File: config.mk
export PLATFORM = sky130hd
export DESIGN_NAME = rle_row_decoder_8bit
export DESIGN_NICKNAME = d
export VERILOG_FILES = /design/src/rlerd_pkg.sv /design/src/rlerd_ctrl.sv /design/src/rlerd_dpath.sv /design/src/rle_row_decoder_8bit.sv
export SDC_FILE = /design/constraint.sdc
export NUM_CORES = 1
export LEC_CHECK = 0
export BUFFER_PORTS_ARGS = -buffer_cell sky130_fd_sc_hd__buf_2
export CAP_MARGIN = 10
export CORE_MARGIN = 5
export CORE_UTILIZATION = 40
export CTS_CLUSTER_DIAMETER = 80
export DETAILED_ROUTE_END_ITERATION = 12
export SLEW_MARGIN = 20
export SYNTH_ARGS = -nofsm -noshare
export SYNTH_HDL_FRONTEND = slang
export SYNTH_HIERARCHICAL = 1
export SYNTH_SLANG_ARGS = --single-unit
File: constraint.sdc
create_clock -name clk -period 9.9 [get_ports clk]
set_input_delay 2.475 -clock clk [delete_from_list [all_inputs] [get_ports clk]]
set_output_delay 2.475 -clock clk [all_outputs]
set_load 0.005 [all_outputs]
File: src/rlerd_pkg.sv
// Shared types and constants for the RLE row decoder.
// No dependencies; imported by every module of the block.
package rlerd_pkg;

  localparam int LANES      = 8;
  localparam int PIX_FIELDS = 8;
  // Pixels carried by one result beat.
  localparam int GROUP      = (LANES > PIX_FIELDS) ? PIX_FIELDS : LANES;

  localparam logic [15:0] ROW_WIDTH_RESET = 16'd512;
  localparam logic [7:0]  HDR_COUNT_MASK  = 8'h7f;
  localparam int          HDR_LITERAL_BIT = 7;

  typedef enum logic [1:0] {
    ST_PIXELS = 2'd0,
    ST_TERM   = 2'd1,
    ST_ERROR  = 2'd2
  } res_status_t;

  typedef enum logic [1:0] {
    PIX_NONE  = 2'd0,
    PIX_ONE   = 2'd1,
    PIX_GROUP = 2'd2
  } pix_sel_t;

  // Commands from the controller to the datapath.
  typedef struct packed {
    logic        hdr_load;
    logic        row_clr;
    logic        lit_step;
    logic        grp_step;
    logic        capture;
    logic        out_load;
    pix_sel_t    out_pix;
    logic        out_from_in;
    res_status_t out_status;
    logic        out_last;
  } dp_cmd_t;

  // Status from the datapath to the controller.
  typedef struct packed {
    logic count_zero;
    logic run_over;
    logic run_fits;
    logic run_one;
    logic out_free;
  } dp_stat_t;

endpackage

File: src/rlerd_ctrl.sv
// Controller of the RLE row decoder: decode mode and beat sequencing.
// Depends on rlerd_pkg; drives the datapath through dp_cmd_t.
module rlerd_ctrl
  import rlerd_pkg::*;
(
  input  logic     clk,
  input  logic     rst_n,
  input  logic     in_valid,
  input  logic     in_last_byte,
  input  logic     hdr_literal,
  input  dp_stat_t stat,
  output logic     in_stall,
  output dp_cmd_t  cmd
);

  typedef enum logic {
    S_IDLE,
    S_EMIT
  } state_t;

  typedef enum logic [1:0] {
    M_HEADER,
    M_LITERAL,
    M_REPEAT,
    M_IGNORE
  } mode_t;

  state_t state_r, state_nxt;
  mode_t  mode_r, mode_nxt;
  logic   last_r, last_nxt;
  logic   accept;

  assign in_stall = !((state_r == S_IDLE) && stat.out_free);
  assign accept   = in_valid && !in_stall;

  always_comb begin
    state_nxt = state_r;
    mode_nxt  = mode_r;
    last_nxt  = last_r;
    cmd       = '0;
    cmd.out_pix    = PIX_NONE;
    cmd.out_status = ST_PIXELS;
    case (state_r)
      S_IDLE: begin
        if (accept) begin
          last_nxt = in_last_byte;
          case (mode_r)
            M_HEADER: begin
              if (stat.count_zero || stat.run_over) begin
                cmd.out_load   = 1'b1;
                cmd.out_status = stat.count_zero ? ST_TERM : ST_ERROR;
                cmd.out_last   = 1'b1;
                mode_nxt       = in_last_byte ? M_HEADER : M_IGNORE;
                cmd.row_clr    = in_last_byte;
              end else if (in_last_byte) begin
                // Row data ends right after a header.
                cmd.out_load   = 1'b1;
                cmd.out_status = ST_ERROR;
                cmd.out_last   = 1'b1;
                cmd.row_clr    = 1'b1;
                mode_nxt       = M_HEADER;
              end else begin
                cmd.hdr_load = 1'b1;
                mode_nxt     = hdr_literal ? M_LITERAL : M_REPEAT;
              end
            end
            M_LITERAL: begin
              cmd.out_load    = 1'b1;
              cmd.out_pix     = PIX_ONE;
              cmd.out_from_in = 1'b1;
              cmd.out_status  = in_last_byte ? ST_ERROR : ST_PIXELS;
              cmd.out_last    = 1'b1;
              cmd.lit_step    = 1'b1;
              cmd.row_clr     = in_last_byte;
              mode_nxt        = (stat.run_one || in_last_byte) ? M_HEADER : M_LITERAL;
            end
            M_REPEAT: begin
              cmd.out_load    = 1'b1;
              cmd.out_pix     = PIX_GROUP;
              cmd.out_from_in = 1'b1;
              cmd.grp_step    = 1'b1;
              cmd.capture     = 1'b1;
              if (stat.run_fits) begin
                cmd.out_status = in_last_byte ? ST_ERROR : ST_PIXELS;
                cmd.out_last   = 1'b1;
                cmd.row_clr    = in_last_byte;
                mode_nxt       = M_HEADER;
              end else begin
                state_nxt = S_EMIT;
              end
            end
            default: begin
              if (in_last_byte) begin
                cmd.row_clr = 1'b1;
                mode_nxt    = M_HEADER;
              end
            end
          endcase
        end
      end
      S_EMIT: begin
        // Remaining groups of a long repeat run, one beat at a time.
        if (stat.out_free) begin
          cmd.out_load = 1'b1;
          cmd.out_pix  = PIX_GROUP;
          cmd.grp_step = 1'b1;
          if (stat.run_fits) begin
            cmd.out_status = last_r ? ST_ERROR : ST_PIXELS;
            cmd.out_last   = 1'b1;
            cmd.row_clr    = last_r;
            mode_nxt       = M_HEADER;
            state_nxt      = S_IDLE;
          end
        end
      end
      default: state_nxt = S_IDLE;
    endcase
  end

  always_ff @(posedge clk) begin
    if (!rst_n) begin
      state_r <= S_IDLE;
      mode_r  <= M_HEADER;
      last_r  <= 1'b0;
    end else begin
      state_r <= state_nxt;
      mode_r  <= mode_nxt;
      last_r  <= last_nxt;
    end
  end

endmodule

File: src/rlerd_dpath.sv
// Datapath of the RLE row decoder: row width, counters, value and output register.
// Depends on rlerd_pkg; obeys dp_cmd_t from rlerd_ctrl.
module rlerd_dpath
  import rlerd_pkg::*;
(
  input  logic                        clk,
  input  logic                        rst_n,
  input  logic                        cfg_we,
  input  logic [15:0]                 cfg_row_width,
  input  logic [7:0]                  in_data_byte,
  input  dp_cmd_t                     cmd,
  input  logic                        out_stall,
  output dp_stat_t                    stat,
  output logic                        out_valid,
  output logic [PIX_FIELDS-1:0][7:0]  out_pixels,
  output logic [3:0]                  out_pixel_count,
  output logic [1:0]                  out_status,
  output logic                        out_last_result
);

  localparam logic [6:0] GROUP_W7 = 7'(GROUP);
  localparam logic [3:0] GROUP_W4 = 4'(GROUP);

  logic [15:0] row_width_r;
  logic [15:0] pixels_done_r;
  logic [6:0]  run_r;
  logic [7:0]  value_r;
  logic        out_valid_r;
  logic [PIX_FIELDS-1:0][7:0] pix_r, pix_nxt;
  logic [3:0]  count_r, count_nxt;
  logic [1:0]  status_r;
  logic        last_r;

  logic [6:0]  hdr_count;
  logic [16:0] run_end;
  logic [3:0]  take;
  logic [7:0]  src_value;

  assign hdr_count = 7'(in_data_byte & HDR_COUNT_MASK);
  assign run_end   = {1'b0, pixels_done_r} + {10'd0, hdr_count};
  assign take      = stat.run_fits ? run_r[3:0] : GROUP_W4;
  assign src_value = cmd.out_from_in ? in_data_byte : value_r;

  assign stat.count_zero = (hdr_count == 7'd0);
  assign stat.run_over   = run_end > {1'b0, row_width_r};
  assign stat.run_fits   = run_r <= GROUP_W7;
  assign stat.run_one    = run_r == 7'd1;
  assign stat.out_free   = !out_valid_r || !out_stall;

  always_comb begin
    case (cmd.out_pix)
      PIX_ONE:   count_nxt = 4'd1;
      PIX_GROUP: count_nxt = take;
      default:   count_nxt = 4'd0;
    endcase
    for (int i = 0; i < PIX_FIELDS; i++) begin
      pix_nxt[i] = (4'(i) < count_nxt) ? src_value : 8'd0;
    end
  end

  always_ff @(posedge clk) begin
    if (!rst_n) begin
      row_width_r   <= ROW_WIDTH_RESET;
      pixels_done_r <= '0;
      run_r         <= '0;
      out_valid_r   <= 1'b0;
    end else begin
      if (cfg_we) begin
        row_width_r <= cfg_row_width;
      end
      if (cmd.row_clr) begin
        pixels_done_r <= '0;
        run_r         <= '0;
      end else if (cmd.hdr_load) begin
        pixels_done_r <= run_end[15:0];
        run_r         <= hdr_count;
      end else if (cmd.lit_step) begin
        run_r <= run_r - 7'd1;
      end else if (cmd.grp_step) begin
        run_r <= run_r - {3'd0, take};
      end
      if (cmd.out_load) begin
        out_valid_r <= 1'b1;
      end else if (!out_stall) begin
        out_valid_r <= 1'b0;
      end
    end
  end

  always_ff @(posedge clk) begin
    if (cmd.capture) begin
      value_r <= in_data_byte;
    end
    if (cmd.out_load) begin
      pix_r    <= pix_nxt;
      count_r  <= count_nxt;
      status_r <= cmd.out_status;
      last_r   <= cmd.out_last;
    end
  end

  assign out_valid       = out_valid_r;
  assign out_pixels      = pix_r;
  assign out_pixel_count = count_r;
  assign out_status      = status_r;
  assign out_last_result = last_r;

endmodule

File: src/rle_row_decoder_8bit.sv
// Latency: a result beat appears the cycle after the byte that causes it is taken.
// Throughput: header and literal bytes are taken as they come while the output is free; a
// repeat byte of count n holds the input until its ceil(n/8) groups are sent, one group a cycle
// while out_stall is low. A header byte that ends nothing gives no beat; nor do ignored bytes.
// Reset (rst_n low, synchronous): row width 512, decoder awaits a run header, no beat pending.
module rle_row_decoder_8bit
  import rlerd_pkg::*;
(
  input  logic        clk,
  input  logic        rst_n,
  input  logic        cfg_we,
  input  logic [15:0] cfg_row_width,
  input  logic        in_valid,
  output logic        in_stall,
  input  logic [7:0]  in_data_byte,
  input  logic        in_last_byte,
  output logic        out_valid,
  input  logic        out_stall,
  output logic [7:0]  out_pixel_0,
  output logic [7:0]  out_pixel_1,
  output logic [7:0]  out_pixel_2,
  output logic [7:0]  out_pixel_3,
  output logic [7:0]  out_pixel_4,
  output logic [7:0]  out_pixel_5,
  output logic [7:0]  out_pixel_6,
  output logic [7:0]  out_pixel_7,
  output logic [3:0]  out_pixel_count,
  output logic [1:0]  out_status,
  output logic        out_last_result
);

  dp_cmd_t  cmd;
  dp_stat_t stat;
  logic [PIX_FIELDS-1:0][7:0] pixels;

  rlerd_ctrl u_ctrl (
    .clk          (clk),
    .rst_n        (rst_n),
    .in_valid     (in_valid),
    .in_last_byte (in_last_byte),
    .hdr_literal  (in_data_byte[HDR_LITERAL_BIT]),
    .stat         (stat),
    .in_stall     (in_stall),
    .cmd          (cmd)
  );

  rlerd_dpath u_dpath (
    .clk             (clk),
    .rst_n           (rst_n),
    .cfg_we          (cfg_we),
    .cfg_row_width   (cfg_row_width),
    .in_data_byte    (in_data_byte),
    .cmd             (cmd),
    .out_stall       (out_stall),
    .stat            (stat),
    .out_valid       (out_valid),
    .out_pixels      (pixels),
    .out_pixel_count (out_pixel_count),
    .out_status      (out_status),
    .out_last_result (out_last_result)
  );

  assign out_pixel_0 = pixels[0];
  assign out_pixel_1 = pixels[1];
  assign out_pixel_2 = pixels[2];
  assign out_pixel_3 = pixels[3];
  assign out_pixel_4 = pixels[4];
  assign out_pixel_5 = pixels[5];
  assign out_pixel_6 = pixels[6];
  assign out_pixel_7 = pixels[7];

endmodule

Yosys cells after proc, flatten, opt, wreduce, memory -nomap -nowiden
Index checks and enable logic that the tools add are counted.

Add/subtract/negate cells: 3. Order comparisons: 10. Eq/ne operators: 9. Mux-type cells: 58. Bitwise logic cells: 2. Reduce and logical (&&, ||, !) cells: 15.

Operators with widths (count): $mux W2 (12); $mux W1 (22); $mux W7 (3); $mux W3 (6); $pmux W3 S2 (3); $add A16 B7 Y17 (1); $gt A17 B16 Y1 (1); $lt A3 B4 Y1 const A (4); $mux W12 (1); $pmux W3 S3 (1); $lt A1 B4 Y1 const A (2); $lt A2 B4 Y1 const A (2); $mux W8 (1); $pmux W1 S2 (4); $pmux W4 S2 (1); $eq A7 B1 Y1 const B (1); $le A7 B4 Y1 const B (1); $logic_not A7 Y1 (1); $sub A7 B1 Y7 const B (1); $sub A7 B4 Y7 (1); $ne A2 B1 Y1 const B (3); $pmux W2 S3 (1); $ne A5 B5 Y1 const B (1); $eq A2 B1 Y1 const B (2); other kinds (13) (21).

Register bits after elaboration: 123. Input bits: 30. Output and inout port bits: 73. Word-level logic and storage cells: 116.

Depth between registers and ports, before layout
Depth after elaboration: 10. Gate-level depth with buffers: 20. Mapped depth without buffers: 19.

By module
Netlist, hierarchy kept.

By module, submodules not included: rlerd_dpath (times used 1, cells each 507, area an instance 5644.2 µm², seq. area each 3173.0 µm²); rlerd_ctrl (times used 1, cells each 63, area an instance 480.5 µm², seq. area each 80.1 µm²).

Worst setup path before layout
OpenSTA, ideal clock, no wires.

Path kind: input port to flip-flop. Start: input in_data_byte[4]. End: register u_dpath.last_r, in the netlist u_dpath/out_last_result, enable pin. Library setup time: 0.745 ns. Arrival time: 6.441 ns. Data required time: 9.155 ns. Setup slack: 2.714 ns. Cell stages on the path: 13. Path buffers: 0. Cells stage by stage: ha_1 > a2111oi_1 > o21ai_0 > nand2_1 > xnor2_1 > ha_1 > and4_1 > a221o_1 > o21ai_0 > nand3_1 > o31a_1 > o21ai_0 > nand2_1.

RTL lines: start: declaration (RTL line rle_row_decoder_8bit.sv:15) `input logic [7:0] in_data_byte,`; end signal: assignment (RTL line rlerd_dpath.sv:98) `last_r <= cmd.out_last;`; end: declaration (RTL line rlerd_dpath.sv:32) `logic last_r;`.

==> flow_summary.json <==
{
  "period_minus_slack_ns": 6.70,
  "coreArea_mm2": 0.0151,
  "reg2reg_slack_ns": 5.12,
  "ys.flop_type": "edfxtp_1",
  "dieArea_mm2": 0.0179,
  "ctsHtreeMaxLevel": 4,
  "p_switching_mw": 0.335,
  "final_nets": 737,
  "p_leak_nw": 3.09,
  "fin_crit_sh_pct": 67.6,
  "start_util_pct": 40.6,
  "syn_area_mm2": 0.00612,
  "ys_seq_area_share_pct": 53.1,
  "grt_pass1_wl_um": 22300,
  "wire_per_inst_um": 15.7,
  "synth-seq-cells": 123,
  "antenna_left": 0,
  "cts_tree": "yes",
  "irDropWorstVdd_mv": 0.118,
  "routed-via-count": 4524,
  "skew_ns": 0.00719,
  "min_from": "u_dpath/pixels_done_r[0]$_SDFFE_PP0P_",
  "drive_above_1_share_pct": 21.5,
  "crit_type": "input pin to flop",
  "place_hpwl_um": 10200,
  "fillers": 1385,
  "dpl_worst_slack_ns": 2.40,
  "power.density_mw_per_mm2": 183,
  "yosys_warnings": 6,
  "drtPass1Iterations": 4,
  "worstSetupStartpointType": "input pin",
  "crit_slowest_cell": "buf_4",
  "synth_cell_types": 62,
  "num_rows": 45,
  "critPathMostFrequentCell": "o21ai_0",
  "r2r-end": "u_dpath/out_pixels[17]$_SDFFCE_PP0P_",
  "clk_latency_ns": 0.41,
  "crit_fanout": 41,
  "viasPerCell": 5.19,
  "dieHeight_um": 134,
  "sw_frac_of_total_pct": 24.9,
  "timing.rr.start": "u_dpath/pixels_done_r[6]$_SDFFE_PP0P_",
  "antenna_found_initial": 0,
  "drt_iter0_drc": 245,
  "syn_nets": 635,
  "gp_congestion": 0.848,
  "drv_cap": 0,
  "status": "complete, no violations",
  "slowest_delay_ns": 0.48,
  "clock_path_buffers": 2,
  "cp.required_ns": 10.01,
  "power_frac_seq_pct": 44.3,
  "routed_wirelength_um": 13700,
  "grt_overflow": 0,
  "cts_sinks": 123,
  "cts-resized-gates": 0,
  "antennaDiodeCount": 0,
  "slew_headroom_pct": 30.3,
  "end_kind": "flop",
  "max_slew.worst_pin.slew_ns": 1.04,
  "post-cts-setup-buffers": 0,
  "hold_buffers": 0,
  "final-hold-violation-count": 0,
  "clockPowerShare_pct": 43.6,
  "cts_root_buf": "clkbuf_16",
  "max_freq_ghz": 0.149,
  "p_int_mw": 1.01,
  "fin_ws_ns": 3.20,
  "route.detailed.drc": 0,
  "clkSlewWorstSetupHoldPaths_ns": 0.05,
  "grt_pass1_vias": 4422,
  "synth-async-reset-ratio_pct": 0,
  "holdPathEnd": "u_dpath/pixels_done_r[0]$_SDFFE_PP0P_",
  "cts_buffers": 17,
  "io_pins": 103,
  "grt_use_total_pct": 15.7,
  "r2r_cells": 16,
  "syn_area_per_cell_um2": 10.7,
  "syn2layout_area_growth_pct": 19.9,
  "fin_setup_tns_ns": 0,
  "worstPathCellList": "buf_2 -> ha_1 -> a2111oi_1 -> o21ai_0 -> nand2_1 -> xnor2_1 -> ha_1 -> and4_1 -> a221o_1 -> o21ai_0 -> nand3_1 -> o31a_1 -> o21ai_0 -> nand2_2 -> buf_4",
  "grt_max_degree": 42,
  "synth_enable_flop_cells": 79,
  "chipWidth_um": 134,
  "io_buffers": 102,
  "min_delay_path_depth": 2,
  "hp-class": "flop to flop",
  "setup_viol": 0,
  "syn_inst": 570,
  "combPwrFrac_pct": 12.1,
  "grt_setup_unrepaired": "false",
  "drv_slew": 0,
  "cp.arrival_ns": 6.81
}
==> layout make-up <==
| cell class | instances | area [um2] | share of cell area, % |
|---|---|---|---|
| Timing Repair Buffer | 104 | 526 | 7.16 |
| Clock inverter | 13 | 128 | 1.74 |
| Multi-Input combinational cell | 395 | 2660 | 36.1 |
| Tap cell | 188 | 235 | 3.20 |
| Clock buffer | 18 | 429 | 5.84 |
| Inverter | 31 | 119 | 1.62 |
| Sequential cell | 123 | 3250 | 44.3 |
==> through the flow <==
step / cell area (um2) / total power [mW] / hold slack (ns) / instances / util [%]
after global routing: 7340 / 1.40 / 0.505 / 872 / 48.7
after floorplan: 6120 / 0.713 / 0.449 / 570 / -
after CTS: 7340 / 1.36 / 0.491 / 872 / 48.6
after detailed placement: 6780 / 0.771 / 0.483 / 841 / 45.0
final: 7340 / 1.35 / 0.498 / 872 / 48.7
after global placement: 6780 / 0.766 / 0.458 / 841 / 45.0
==> state kept, by name, summed over array words and instances, names as in the netlist <==
| name | count |
|---|---|
| u_ctrl/last_r | 1 |
| u_ctrl/mode_r | 2 |
| u_ctrl/state_r | 1 |
| u_dpath/out_last_result | 1 |
| u_dpath/out_pixel_count | 4 |
| u_dpath/out_pixels | 64 |
| u_dpath/out_status | 2 |
| u_dpath/out_valid | 1 |
| u_dpath/pixels_done_r | 16 |
| u_dpath/row_width_r | 16 |
| u_dpath/run_r | 7 |
| u_dpath/value_r | 8 |
==> critical path: cells and delay by family <==
kind                       cells  cell delay [ns]
buffers and inverters          2             0.63
adders and majority gates      2             0.64
AOI/OAI and AO/OA              6             1.84
xor gates and xnor gates       1             0.15
and+or+nand+nor                4             1.03
==> worst max-delay path by stage <==
stage	startpoint	end	cells after the start	slack [ns]
3_3_place_gp	in_data_byte[6]	u_dpath/out_pixels[1]$_SDFFCE_PP0P_	17	2.51
5_1_grt	in_data_byte[6]	u_dpath/out_pixels[37]$_SDFFCE_PP0P_	17	2.85
4_1_cts	in_data_byte[6]	u_dpath/out_pixels[9]$_SDFFCE_PP0P_	17	2.81
2_1_floorplan	in_data_byte[4]	u_dpath/out_last_result$_DFFE_PP_	13	2.71
3_5_place_dp	in_data_byte[6]	u_dpath/out_pixels[20]$_SDFFCE_PP0P_	17	2.40
6_report	in_data_byte[4]	u_dpath/out_pixels[17]$_SDFFCE_PP0P_	15	3.20
==> layout by cell type (no fill, tap or decap), types with 3 or more instances in the layout <==
| master | instances |
|---|---|
| o31ai_1 | 3 |
| nand2_1 | 30 |
| nand3_1 | 18 |
| o21ai_0 | 16 |
| nand4_1 | 9 |
| xor2_1 | 13 |
| clkinv_1 | 3 |
| buf_2 | 102 |
| dfxtp_1 | 44 |
| or4_1 | 3 |
| ha_1 | 34 |
| a211oi_1 | 4 |
| clkinv_2 | 3 |
| nor2_1 | 93 |
| edfxtp_1 | 79 |
| and3_1 | 7 |
| nor2b_1 | 21 |
| nand2b_1 | 5 |
| clkbuf_16 | 17 |
| and4_1 | 3 |
| mux2_2 | 3 |
| o21a_1 | 3 |
| and2_1 | 7 |
| a21oi_1 | 21 |
| xnor2_1 | 11 |
| inv_1 | 30 |
| a21boi_0 | 3 |
| a21o_1 | 4 |
| a31oi_1 | 7 |
| o211ai_1 | 7 |
| nor3_1 | 6 |
| mux2i_1 | 29 |
==> kinds of logic after synthesis <==
kind of cell / Yosys count / share of synthesized area, %
mux: 32 / 5.29
xor+xnor: 24 / 3.43
buf+inv: 52 / 3.66
flops: 123 / 53.1
fa+ha+maj: 35 / 7.27
other cells: 1 / 0.0612
compound gates: 84 / 9.23
simple gates: 219 / 17.9
==> power groups by stage <==
| stage | combinational [mW] | clock [mW] | sequential [mW] |
|---|---|---|---|
| after floorplan | 0.106 | 0 | 0.607 |
| after global placement | 0.160 | 0 | 0.606 |
| after detailed placement | 0.164 | 0 | 0.607 |
| after CTS | 0.165 | 0.599 | 0.596 |
| after global routing | 0.184 | 0.620 | 0.600 |
| final | 0.163 | 0.586 | 0.596 |
==> synthesized netlist by cell type (2+ instances only) <==
cell	n	share of area [%]
nand3_1	18	1.5
and3b_1	2	0.29
ha_1	34	6.9
a32o_1	2	0.33
o21ai_0	16	1.3
and4b_1	2	0.33
xnor2_1	11	1.6
clkbuf_1	11	0.67
nor3b_1	2	0.25
nand2b_1	5	0.51
xor2_1	13	1.9
edfxtp_1	79	39
a21oi_1	21	1.7
a31oi_1	7	0.71
nand4_1	9	0.92
a211oi_1	4	0.49
and2_1	7	0.71
and4bb_1	2	0.41
or4_1	3	0.37
dfxtp_1	44	14
o21a_1	3	0.37
nor2b_1	21	2.1
mux2i_1	29	4.7
a21boi_0	3	0.37
o31ai_1	3	0.37
buf_6	2	0.37
mux2_2	3	0.55
o211ai_1	7	0.86
nand2_1	31	1.9
a21o_1	4	0.49
o21bai_1	2	0.25
nor2_1	93	5.7
nor3_1	6	0.49
inv_1	30	1.8
buf_2	6	0.49
and3_1	7	0.71
and4_1	3	0.43
==> metal layers <==
metal,track usage [%],wire length [um],vias up
met4,5.71,183,0
met1,20.8,6370,2126
li1,-,-,2229
met3,4.91,862,19
met5,0,0,-
met2,24.1,6290,150
Power figures use the tool's default switching activity.
